[src/hdl/fdsg_pkg.sv]
// ----------------------------------------------------------------------------
// Filled disc span generator package
// Shared widths, defaults, state codes and the structs passed between units.
// ----------------------------------------------------------------------------
`default_nettype none

package fdsg_pkg;

	localparam int DEF_SCREEN_WIDTH  = 256;
	localparam int DEF_SCREEN_HEIGHT = 256;
	localparam int DEF_MAX_RADIUS    = 31;

	localparam int CX_W     = 10;
	localparam int CY_W     = 10;
	localparam int RAD_W    = 5;
	localparam int COL_W    = 8;
	localparam int STRIDE_W = 11;
	localparam int ROW_W    = 8;
	localparam int START_W  = 8;
	localparam int LEN_W    = 9;
	localparam int ADDR_W   = 18;

	localparam int DY_W  = RAD_W + 1;   // signed row offset -31..31
	localparam int REM_W = 10;          // r^2 - dy^2, up to 961
	localparam int SQ_W  = 11;          // (dx+1)^2, up to 1024

	localparam int S_TDATA_W = 40;
	localparam int M_TDATA_W = 56;

	localparam logic [STRIDE_W-1:0] STRIDE_RESET = 11'd256;

	typedef enum logic [3:0] {
		ST_IDLE  = 4'b0001,
		ST_ADJ   = 4'b0010,
		ST_ROW   = 4'b0100,
		ST_FLUSH = 4'b1000
	} state_t;

	typedef struct packed {
		logic             settled;
		logic [RAD_W-1:0] dx_next;
		logic [SQ_W-1:0]  sq_next;
	} hw_step_t;

	typedef struct packed {
		logic               visible;
		logic [ROW_W-1:0]   row;
		logic [START_W-1:0] start;
		logic [LEN_W-1:0]   length;
		logic [ADDR_W-1:0]  address;
	} span_t;

endpackage

`default_nettype wire

[src/hdl/fdsg_hw_unit.sv]
// ----------------------------------------------------------------------------
// Half width step unit
// One compare-and-step of the half width: grow or shrink dx by one, or settle.
// ----------------------------------------------------------------------------
`default_nettype none

module fdsg_hw_unit (
	input  logic [fdsg_pkg::RAD_W-1:0] dx,
	input  logic [fdsg_pkg::SQ_W-1:0]  sq,      // (dx+1)^2
	input  logic [fdsg_pkg::REM_W-1:0] rem,     // r^2 - dy^2
	input  logic [fdsg_pkg::RAD_W-1:0] radius,
	output fdsg_pkg::hw_step_t         step
);

	logic [fdsg_pkg::SQ_W-1:0] odd;     // 2*dx + 1
	logic [fdsg_pkg::SQ_W-1:0] sq_dn;   // dx^2
	logic [fdsg_pkg::SQ_W-1:0] rem_x;
	logic                      inc;
	logic                      dec;

	assign odd   = {{(fdsg_pkg::SQ_W-fdsg_pkg::RAD_W-1){1'b0}}, dx, 1'b1};
	assign sq_dn = sq - odd;
	assign rem_x = {{(fdsg_pkg::SQ_W-fdsg_pkg::REM_W){1'b0}}, rem};

	// at most one of these holds: sq <= rem implies dx^2 <= rem
	assign inc = (dx < radius) && (sq <= rem_x);
	assign dec = (dx != '0) && (sq_dn > rem_x);

	always_comb begin
		step.settled = !inc && !dec;
		step.dx_next = dx;
		step.sq_next = sq;
		if (inc) begin
			step.dx_next = dx + 1'b1;
			step.sq_next = sq + odd + 11'd2;
		end else if (dec) begin
			step.dx_next = dx - 1'b1;
			step.sq_next = sq_dn;
		end
	end

endmodule

`default_nettype wire

[src/hdl/fdsg_span_unit.sv]
// ----------------------------------------------------------------------------
// Span clip and address unit
// Clip one row's span to the screen and form its framebuffer address.
// ----------------------------------------------------------------------------
`default_nettype none

module fdsg_span_unit #(
	parameter int SCREEN_WIDTH  = fdsg_pkg::DEF_SCREEN_WIDTH,
	parameter int SCREEN_HEIGHT = fdsg_pkg::DEF_SCREEN_HEIGHT
) (
	input  logic signed [fdsg_pkg::CX_W-1:0]  cx,
	input  logic signed [fdsg_pkg::CY_W-1:0]  cy,
	input  logic signed [fdsg_pkg::DY_W-1:0]  dy,
	input  logic        [fdsg_pkg::RAD_W-1:0] dx,
	input  logic        [fdsg_pkg::STRIDE_W-1:0] stride,
	output fdsg_pkg::span_t                   span
);

	localparam logic signed [10:0] SW_L = 11'(SCREEN_WIDTH);
	localparam logic signed [10:0] SH_L = 11'(SCREEN_HEIGHT);

	logic signed [10:0] y;
	logic signed [10:0] x0;
	logic signed [10:0] x1;
	logic signed [10:0] x0c;
	logic signed [10:0] x1c;
	logic signed [10:0] len;
	logic        [18:0] prod;

	assign y  = {cy[9], cy} + {{5{dy[5]}}, dy};
	assign x0 = {cx[9], cx} - $signed({6'b0, dx});
	assign x1 = {cx[9], cx} + $signed({6'b0, dx}) + 11'sd1;

	assign x0c = (x0 < 11'sd0) ? 11'sd0 : x0;
	assign x1c = (x1 > SW_L) ? SW_L : x1;
	assign len = x1c - x0c;

	assign prod = 19'(y[7:0]) * 19'(stride);

	always_comb begin
		span.visible = (y >= 11'sd0) && (y < SH_L) && (x0c < x1c);
		span.row     = y[7:0];
		span.start   = x0c[7:0];
		span.length  = len[8:0];
		span.address = prod[17:0] + 18'(x0c[7:0]);
	end

endmodule

`default_nettype wire

[src/hdl/filled_disc_span_generator_top.sv]
// ----------------------------------------------------------------------------
// Filled disc span generator
// Turns one disc command into clipped horizontal fill spans, one per visible row.
// ----------------------------------------------------------------------------
// Usage:
//   s_* carries one disc command per item. The block takes a command only
//   when idle; s_tready stays low while a disc is being walked.
//   m_* delivers one span per visible row, top row first; m_tlast marks the
//   final span of the disc. A disc that is fully off screen yields no item.
//   cfg_* writes line_stride; it is always ready and must be written only
//   while the block is idle.
// Timing:
//   One shared compare-and-step unit moves the half width by one pixel per
//   cycle. Each of the 2r+1 rows takes a settle step in ST_ADJ and an emit
//   step in ST_ROW, and dx climbs r and falls r in total; output stalls
//   lengthen the walk. A span is offered once the next visible row is
//   reached, the final one once the walk ends.
// Stalls and reset:
//   One span waits in a pending register until the next visible row or the
//   end of the disc decides its last flag; a stalled receiver holds the walk
//   at that point. Reset empties the output, returns to idle and sets
//   line_stride to 256.
// ----------------------------------------------------------------------------
`default_nettype none

module filled_disc_span_generator_top #(
	parameter int SCREEN_WIDTH  = fdsg_pkg::DEF_SCREEN_WIDTH,
	parameter int SCREEN_HEIGHT = fdsg_pkg::DEF_SCREEN_HEIGHT,
	parameter int MAX_RADIUS    = fdsg_pkg::DEF_MAX_RADIUS
) (
	input  logic                                clk,
	input  logic                                arst_n,
	// command: centre_x[9:0], centre_y[19:10], radius[24:20],
	//          fill_colour[32:25], zero pad [39:33]
	input  logic                                s_tvalid,
	output logic                                s_tready,
	input  logic [fdsg_pkg::S_TDATA_W-1:0]      s_tdata,
	// span: row[7:0], span_start[15:8], span_length[24:16],
	//       start_address[42:25], span_colour[50:43], zero pad [55:51]
	output logic                                m_tvalid,
	input  logic                                m_tready,
	output logic [fdsg_pkg::M_TDATA_W-1:0]      m_tdata,
	output logic                                m_tlast,      // last_span
	// line_stride write
	input  logic                                cfg_valid,
	output logic                                cfg_ready,
	input  logic [fdsg_pkg::STRIDE_W-1:0]       cfg_data
);

	fdsg_pkg::state_t                    state_q;
	logic [fdsg_pkg::STRIDE_W-1:0]       stride_q;

	// command registers
	logic signed [fdsg_pkg::CX_W-1:0]    cx_q;
	logic signed [fdsg_pkg::CY_W-1:0]    cy_q;
	logic        [fdsg_pkg::RAD_W-1:0]   r_q;
	logic        [fdsg_pkg::COL_W-1:0]   colour_q;

	// walk state
	logic signed [fdsg_pkg::DY_W-1:0]    dy_q;
	logic        [fdsg_pkg::REM_W-1:0]   rem_q;
	logic        [fdsg_pkg::RAD_W-1:0]   dx_q;
	logic        [fdsg_pkg::SQ_W-1:0]    sq_q;

	// one span held back until its last flag is known
	logic                                pend_valid_q;
	fdsg_pkg::span_t                     pend_q;

	// output register
	logic                                out_valid_q;
	logic                                out_last_q;
	fdsg_pkg::span_t                     out_q;
	logic        [fdsg_pkg::COL_W-1:0]   out_colour_q;

	fdsg_pkg::hw_step_t                  step;
	fdsg_pkg::span_t                     span;

	logic                                in_fire;
	logic                                out_free;
	logic                                row_last;
	logic                                push;
	logic                                push_last;
	logic        [fdsg_pkg::RAD_W-1:0]   r_in;
	logic signed [11:0]                  rem_wide;

	fdsg_hw_unit u_hw (
		.dx     (dx_q),
		.sq     (sq_q),
		.rem    (rem_q),
		.radius (r_q),
		.step   (step)
	);

	fdsg_span_unit #(
		.SCREEN_WIDTH  (SCREEN_WIDTH),
		.SCREEN_HEIGHT (SCREEN_HEIGHT)
	) u_span (
		.cx     (cx_q),
		.cy     (cy_q),
		.dy     (dy_q),
		.dx     (dx_q),
		.stride (stride_q),
		.span   (span)
	);

	assign s_tready  = (state_q == fdsg_pkg::ST_IDLE);
	assign cfg_ready = 1'b1;
	assign in_fire   = s_tvalid && s_tready;
	assign out_free  = !out_valid_q || m_tready;
	assign row_last  = (dy_q == $signed({1'b0, r_q}));

	// saturate the requested radius
	assign r_in = (s_tdata[24:20] > 5'(MAX_RADIUS)) ? 5'(MAX_RADIUS) : s_tdata[24:20];

	// r^2 - (dy+1)^2 = rem - (2*dy + 1)
	assign rem_wide = $signed({2'b0, rem_q}) - $signed({{5{dy_q[5]}}, dy_q, 1'b1});

	// move the pending span to the output register
	assign push = out_free && pend_valid_q &&
		(((state_q == fdsg_pkg::ST_ROW) && span.visible) ||
		 (state_q == fdsg_pkg::ST_FLUSH));
	assign push_last = (state_q == fdsg_pkg::ST_FLUSH);

	always_ff @(posedge clk or negedge arst_n) begin
		if (!arst_n) begin
			stride_q <= fdsg_pkg::STRIDE_RESET;
		end else if (cfg_valid && cfg_ready) begin
			stride_q <= cfg_data;
		end
	end

	// sequencer
	always_ff @(posedge clk or negedge arst_n) begin
		if (!arst_n) begin
			state_q      <= fdsg_pkg::ST_IDLE;
			pend_valid_q <= 1'b0;
		end else begin
			case (state_q)
				fdsg_pkg::ST_IDLE: begin
					if (in_fire) begin
						state_q      <= fdsg_pkg::ST_ADJ;
						pend_valid_q <= 1'b0;
					end
				end
				fdsg_pkg::ST_ADJ: begin
					if (step.settled) begin
						state_q <= fdsg_pkg::ST_ROW;
					end
				end
				fdsg_pkg::ST_ROW: begin
					// hold a visible row while the pending span cannot leave
					if (!span.visible || !pend_valid_q || out_free) begin
						if (span.visible) begin
							pend_valid_q <= 1'b1;
						end
						state_q <= row_last ? fdsg_pkg::ST_FLUSH : fdsg_pkg::ST_ADJ;
					end
				end
				fdsg_pkg::ST_FLUSH: begin
					if (!pend_valid_q || out_free) begin
						pend_valid_q <= 1'b0;
						state_q      <= fdsg_pkg::ST_IDLE;
					end
				end
				default: begin
					state_q <= fdsg_pkg::ST_IDLE;
				end
			endcase
		end
	end

	// command and walk datapath
	always_ff @(posedge clk) begin
		if (in_fire) begin
			cx_q     <= s_tdata[9:0];
			cy_q     <= s_tdata[19:10];
			r_q      <= r_in;
			colour_q <= s_tdata[32:25];
			dy_q     <= 6'sd0 - $signed({1'b0, r_in});
			rem_q    <= '0;
			dx_q     <= '0;
			sq_q     <= 11'd1;
		end else if (state_q == fdsg_pkg::ST_ADJ) begin
			dx_q <= step.dx_next;
			sq_q <= step.sq_next;
		end else if ((state_q == fdsg_pkg::ST_ROW) &&
		             (!span.visible || !pend_valid_q || out_free)) begin
			if (span.visible) begin
				pend_q <= span;
			end
			if (!row_last) begin
				dy_q  <= dy_q + 6'sd1;
				rem_q <= rem_wide[9:0];
			end
		end
	end

	// output register
	always_ff @(posedge clk or negedge arst_n) begin
		if (!arst_n) begin
			out_valid_q <= 1'b0;
		end else if (push) begin
			out_valid_q <= 1'b1;
		end else if (m_tready) begin
			out_valid_q <= 1'b0;
		end
	end

	always_ff @(posedge clk) begin
		if (push) begin
			out_q        <= pend_q;
			out_last_q   <= push_last;
			out_colour_q <= colour_q;
		end
	end

	assign m_tvalid = out_valid_q;
	assign m_tlast  = out_last_q;
	assign m_tdata  = {5'b0, out_colour_q, out_q.address, out_q.length,
	                   out_q.start, out_q.row};

	// ---------------------------------------------------------------------
	// Assertions
	// ---------------------------------------------------------------------
	a_state_onehot: assert property (@(posedge clk) disable iff (!arst_n)
		$onehot(state_q))
		else $error("sequencer state is not one-hot");

	a_idle_no_pending: assert property (@(posedge clk) disable iff (!arst_n)
		(state_q == fdsg_pkg::ST_IDLE) |-> !pend_valid_q)
		else $error("span left pending after the disc finished");

	a_dx_bounded: assert property (@(posedge clk) disable iff (!arst_n)
		(state_q == fdsg_pkg::ST_ROW) |-> (dx_q <= r_q))
		else $error("half width exceeds radius");

	a_flush_to_idle: assert property (@(posedge clk) disable iff (!arst_n)
		((state_q == fdsg_pkg::ST_FLUSH) && push) |=>
		(m_tvalid && m_tlast && (state_q == fdsg_pkg::ST_IDLE)))
		else $error("final span not flagged last");

endmodule

`default_nettype wire

[config.mk]
export PLATFORM = sky130hd
export DESIGN_NAME = filled_disc_span_generator_top
export DESIGN_NICKNAME = d
export VERILOG_FILES = /design/src/hdl/fdsg_pkg.sv /design/src/hdl/fdsg_hw_unit.sv /design/src/hdl/fdsg_span_unit.sv /design/src/hdl/filled_disc_span_generator_top.sv
export SDC_FILE = /design/constraint.sdc
export NUM_CORES = 1
export LEC_CHECK = 0
export BUFFER_PORTS_ARGS = -buffer_cell sky130_fd_sc_hd__buf_2
export CAP_MARGIN = 0
export CORE_ASPECT_RATIO = 1.75
export CORE_MARGIN = 2
export CORE_UTILIZATION = 60
export DETAILED_ROUTE_END_ITERATION = 10
export PLACE_DENSITY = 0.8
export SLEW_MARGIN = 10
export SYNTH_ARGS = -nofsm -noshare
export SYNTH_HDL_FRONTEND = slang
export SYNTH_SLANG_ARGS = --single-unit
[constraint.sdc]
create_clock -name clk -period 11 [get_ports clk]
set_input_delay 0.55 -clock clk [delete_from_list [all_inputs] [get_ports clk]]
set_output_delay 0.55 -clock clk [all_outputs]
set_load 0.005 [all_outputs]
# Word-level counts from Yosys, hierarchy flattened
# Cells that the tools add are included.
# word_totals
ff_bits,177
elab_cells,114
input_bits,56
# op_classes
bitwise_logic,3
n_mul,1
n_addsub,14
muxes,22
magnitude_cmp,9
eq_ne,12
n_reduce_logical,31
# op_table
operator,count
2-to-1 mux 16 bit,2
2-to-1 mux 6 bit,4
adder 10 x 6 -> 11 bit,2
2-to-1 mux 11 bit,2
2-to-1 mux 4 bit,5
adder 18 x 8 -> 18 bit,1
multiplier 8 x 11 -> 18 bit,1
case mux 4 bit (4 select lines),1
adder 11 x 1 -> 11 bit (second input constant),1
adder 11 x 2 -> 11 bit (second input constant),1
adder 11 x 6 -> 11 bit,1
greater-or-equal comparator 11 x 1 -> 1 bit (second input constant),1
> comparator 11 x 10 -> 1 bit,1
> comparator 11 x 10 -> 1 bit (second input constant),1
less-or-equal comparator 11 x 10 -> 1 bit,1
less-than comparator 11 x 1 -> 1 bit (second input constant),1
less-than comparator 11 x 10 -> 1 bit (second input constant),1
less-than comparator 11 bit,1
subtractor 10 x 6 -> 11 bit,1
subtractor 11 x 6 -> 11 bit,1
logical AND 1 bit,10
!= test 2 bit (second input constant),5
subtractor 10 x 7 -> 10 bit,1
subtractor 9 bit,1
25 further kinds,45

# Longest topological paths before layout
# depth
depth_word,13
ltp_mapped,28
depth_no_buf,28

# By module
# A second synthesis with hierarchy kept.
# unflattened
hier_cells,1239
hier_area_um2,13025.0
# modules_own_cells
module,area_per_inst_um2,instances,cells_per_inst
filled_disc_span_generator_top,6466.2,1,401
fdsg_span_unit,4914.7,1,612
fdsg_hw_unit,1644.1,1,226

# Worst setup path after synthesis
# No wires, ideal clock.
# synth_path
kind,reg-to-reg
from,register dx_q[0] (netlist bit)
to,"register pend_q[0] (netlist bit), enable pin"
stages_incl_launch_ff,21
arrival_ps,8209
slack_ps,2222
cell_sequence,dfxtp_1 inv_1 ha_1 inv_1 fa_1 nand2b_1 a221oi_2 or2_2 nand2_1 xor2_1 a41o_1 a31oi_2 buf_2 nor2_1 ha_1 a211oi_1 o21ai_0 o221ai_1 nand4_1 nor2_1 nor4b_1
# synth_via
elab_chain_cells,11
elab_cells_between_ends,14
classes_between,add/sub: 3; order compare: 3; mux: 2; reduce/logical: 6
# synth_rtl
element,line,rtl
from (decl),filled_disc_span_generator_top.sv:62,logic [fdsg_pkg::RAD_W-1:0] dx_q;
from (signal assigned),filled_disc_span_generator_top.sv:184,dx_q <= step.dx_next;
adder 10 x 6 -> 11 bit,fdsg_span_unit.sv:32,"assign x1 = {cx[9], cx} + $signed({6'b0, dx}) + 11'sd1;"
adder 11 x 1 -> 11 bit,fdsg_span_unit.sv:32,
> comparator 11 x 10 -> 1 bit,fdsg_span_unit.sv:35,assign x1c = (x1 > SW_L) ? SW_L : x1;
2-to-1 mux 11 bit,fdsg_span_unit.sv:35,
less-than comparator 11 bit (*),fdsg_span_unit.sv:41,span.visible = (y >= 11'sd0) && (y < SH_L) && (x0c < x1c);
logical AND 1 bit (*),fdsg_span_unit.sv:41,
zero test 1 bit,filled_disc_span_generator_top.sv:187,(!span.visible || !pend_valid_q || out_free)) begin
logical OR 1 bit (2 in series),filled_disc_span_generator_top.sv:187,
logical AND 1 bit,filled_disc_span_generator_top.sv:186,end else if ((state_q == fdsg_pkg::ST_ROW) &&
AND reduction 4 bit (no source line) (*),n/a,
to (signal assigned),filled_disc_span_generator_top.sv:189,pend_q <= span;
to (decl),filled_disc_span_generator_top.sv:67,fdsg_pkg::span_t pend_q;
# Mark *: on every way between the ends. The rest lies on a longest branch, timed or not.
# A chain may end at the register's enable or synchronous reset.

==> reports/results.ini <==
[clock_network]
clkTransAtPathRegs_ns = 0.07
cts_made_buffers = 17
cts_hold_buf = 0
clockRootBuffer = clkbuf_16
clock-sinks = 177
htreeDepth = 4
clkLatencyLatePin_ns = 0.44
cts_buffer_depth = 2
cts_setup_buffers = 0
cts-resized-gates = 0
cts_tree = built

[flow_run]
max_cap_violations = 0

[grt]
busiest_layer = met2
grt-ovfl-total = 0
grt_max_degree = 56
antenna_found_initial = 0
use_met1 = 0.244
grtUsageMet2 = 0.458
use_met3 = 0.0400
grt_pass1_vias = 9043
grt_first_pass_wirelength_mm = 41.6
grt_usage = 0.240

[critical_path]
rr_endpoint = pend_q[15]$_DFFE_PP_
rr_startpoint = dy_q[0]$_DFFE_PP_
reg2regPathDepth = 23
startpoint_type = flop
crit_end = pend_q[15]$_DFFE_PP_
path_max_fanout = 12
crit_path_start = dy_q[0]$_DFFE_PP_
worstPathArrival_ns = 6.93
worstSetupPathType = reg2reg
cp.required_ns = 11.17
cp-end-kind = flop
regToRegSetupSlack_ns = 4.24

[floorplanning]
rows = 69
die_h_um = 195
die-area_um2 = 22100
die_w_um = 113
ios = 116
core_area_um2 = 20400
start_util = 0.614

[synthesis]
syn_avg_cell_area_um2 = 10.8
synth-seq-area-share = 0.397
yosys.area_share.simple = 0.125
synth_top_family_by_area = adder cells
synthXorXnorAreaFrac = 0.0546
synth_fa_ha_area_frac = 0.240
yosysMostFrequentCell = inv_1
synthCells = 1156
synth_edf_count = 134
ys_ff_latch = 177
ys_types = 72
synth_compound_area_frac = 0.0963
synthFlopType = edfxtp_1
synth.top_cell.area_share = 0.321
synthTopCellsByCount = 143 x inv_1, 134 x edfxtp_1, 130 x ha_1, 80 x nand2_1, 69 x fa_1
synth.area.mux_share = 0.0275
ys_top_cells_by_area = edfxtp_1 32%, ha_1 13%, fa_1 11%, inv_1 4.3%, dfxtp_1 4.2%
yosys_warnings = 0
ys_async_sr_fraction = 0.0960
synth_area_um2 = 12500
synth_top_cell_by_area = edfxtp_1

[route]
ant_nets = 0
avgRoutedWirePerCell_um = 16.6
wirelength_mm = 25.1
dr.first_iter.drc_count = 393
num_vias = 8534
drc_errors = 7
viasPerCell = 5.64
drt-pass1-iter-count = 7

[outcome]
violations = design-rule violations
status = finished with violations

[timing]
rsz0062_at_grt = no
max_slew_margin = 0.340
finalCriticalPeriod_ns = 6.76
maxSlewViolCount = 0
max_freq_ghz = 0.148
skew_ns = 0.00939
hold_violations = 0
report.final.setup_viol = 0
tns_ns = 0
finalWorstSetupSlack_ns = 4.24
worst_slew_pin_slew_ns = 0.976
fin_crit_sh = 0.614

[cells_and_area]
diodes = 0
drive_above_1_share = 0.147
syn2layout_area_growth_pct = 10.5
stdcell_area_um2 = 13800
finalNetCount = 1508
final-instance-count-excl-fill = 1514

[placed_design]
io_buffers = 102
dpl.hpwl_mm = 19.7
place_area_um2 = 13200
place.gp.congestion = 0.903
place_inst = 1482
dpl_worst_slack_ns = 4.32

[hold_path]
hold_class = in2async

==> metal layers <==
metal / vias up / wire [um]
met1: 4130 / 9140
met5: - / 0
met4: 0 / 1140
met2: 217 / 13900
li1: 4118 / -
met3: 69 / 879
==> cell families after synthesis <==
family          Yosys count
fa+ha+maj               199
simple gates            308
flops                   177
xor+xnor                 78
mux                      32
compound gates          178
other cells               2
buf+inv                 182
==> state kept, by name, indices dropped and copies added, names as in the netlist <==
register and cells:
cy_q 10, out_colour_q 8, colour_q 8, m_tlast 1, dx_q 5, pend_valid_q 1
r_q 5, rem_q 10, cx_q 10, pend_q 43, stride_q 11, m_tvalid 1
m_tdata 43, sq_q 11, state_q 4, dy_q 6
==> how the worst min path moves through the flow <==
stage                         startpoint                  endpoint  cells after the start
CTS                               arst_n   stride_q[9]$_DFFE_PN0P_                      1
global route                      arst_n  stride_q[10]$_DFFE_PN0P_                      1
global placement     pend_q[5]$_DFFE_PP_     m_tdata[30]$_DFFE_PP_                      0
detailed placement  pend_q[26]$_DFFE_PP_     m_tdata[24]$_DFFE_PP_                      0
floorplan                         arst_n      m_tvalid$_DFFE_PN0P_                      0
finish                            arst_n   stride_q[9]$_DFFE_PN0P_                      1
==> final cells by class <==
cell class	count	area [um^2]
fillers	1539	6550
flip-flops and latches	177	4970
multi-input cells	801	6840
clock buffers	18	429
well taps	248	310
repair buffers	111	578
inverters	145	544
clock inverters	14	156
==> placed cells by master, fill, tap and decap left out, types with 9 or more instances in the layout <==
cell type,instances
a21o_1,13
a21oi_1,45
and2_1,49
buf_2,102
buf_4,9
clkbuf_16,17
dfrtp_1,15
dfxtp_1,26
edfxtp_1,134
fa_1,69
ha_1,130
inv_1,142
mux2_2,19
mux2i_1,13
nand2_1,80
nand2b_1,19
nand3_1,11
nor2_1,62
nor2b_1,21
nor3_1,20
o21a_1,16
o21ai_0,38
o21bai_1,9
or2_2,10
xnor2_1,56
xor2_1,22
==> worst max-delay path: stages (launching register included) <==
cell and delay, ns:
edfxtp_1 0.51, ha_1 0.22, inv_1 0.05, fa_1 0.40, nor2b_1 0.19, o31a_1 0.19
o21ai_0 0.10, nor2b_1 0.16, xnor2_1 0.13, buf_4 0.21, nand2_1 0.10, fa_1 0.50
fa_1 0.55, inv_1 0.06, fa_1 0.50, fa_1 0.49, ha_1 0.35, or2_2 0.30
nand2_1 0.07, a21oi_1 0.06, o41ai_1 0.47, o21ai_0 0.29, o41ai_1 0.48, xnor2_1 0.12
==> stage by stage <==
stage                     hold slack (ns)   util
final                              0.0581  0.679
after global routing               0.0719  0.679
after CTS                          0.0605  0.679
after detailed placement            0.405  0.650
after global placement              0.400  0.650
after floorplan                     0.254      -
Power is not shown: default switching activity piles up to over one toggle a cycle in this logic, so the estimate is an artifact.
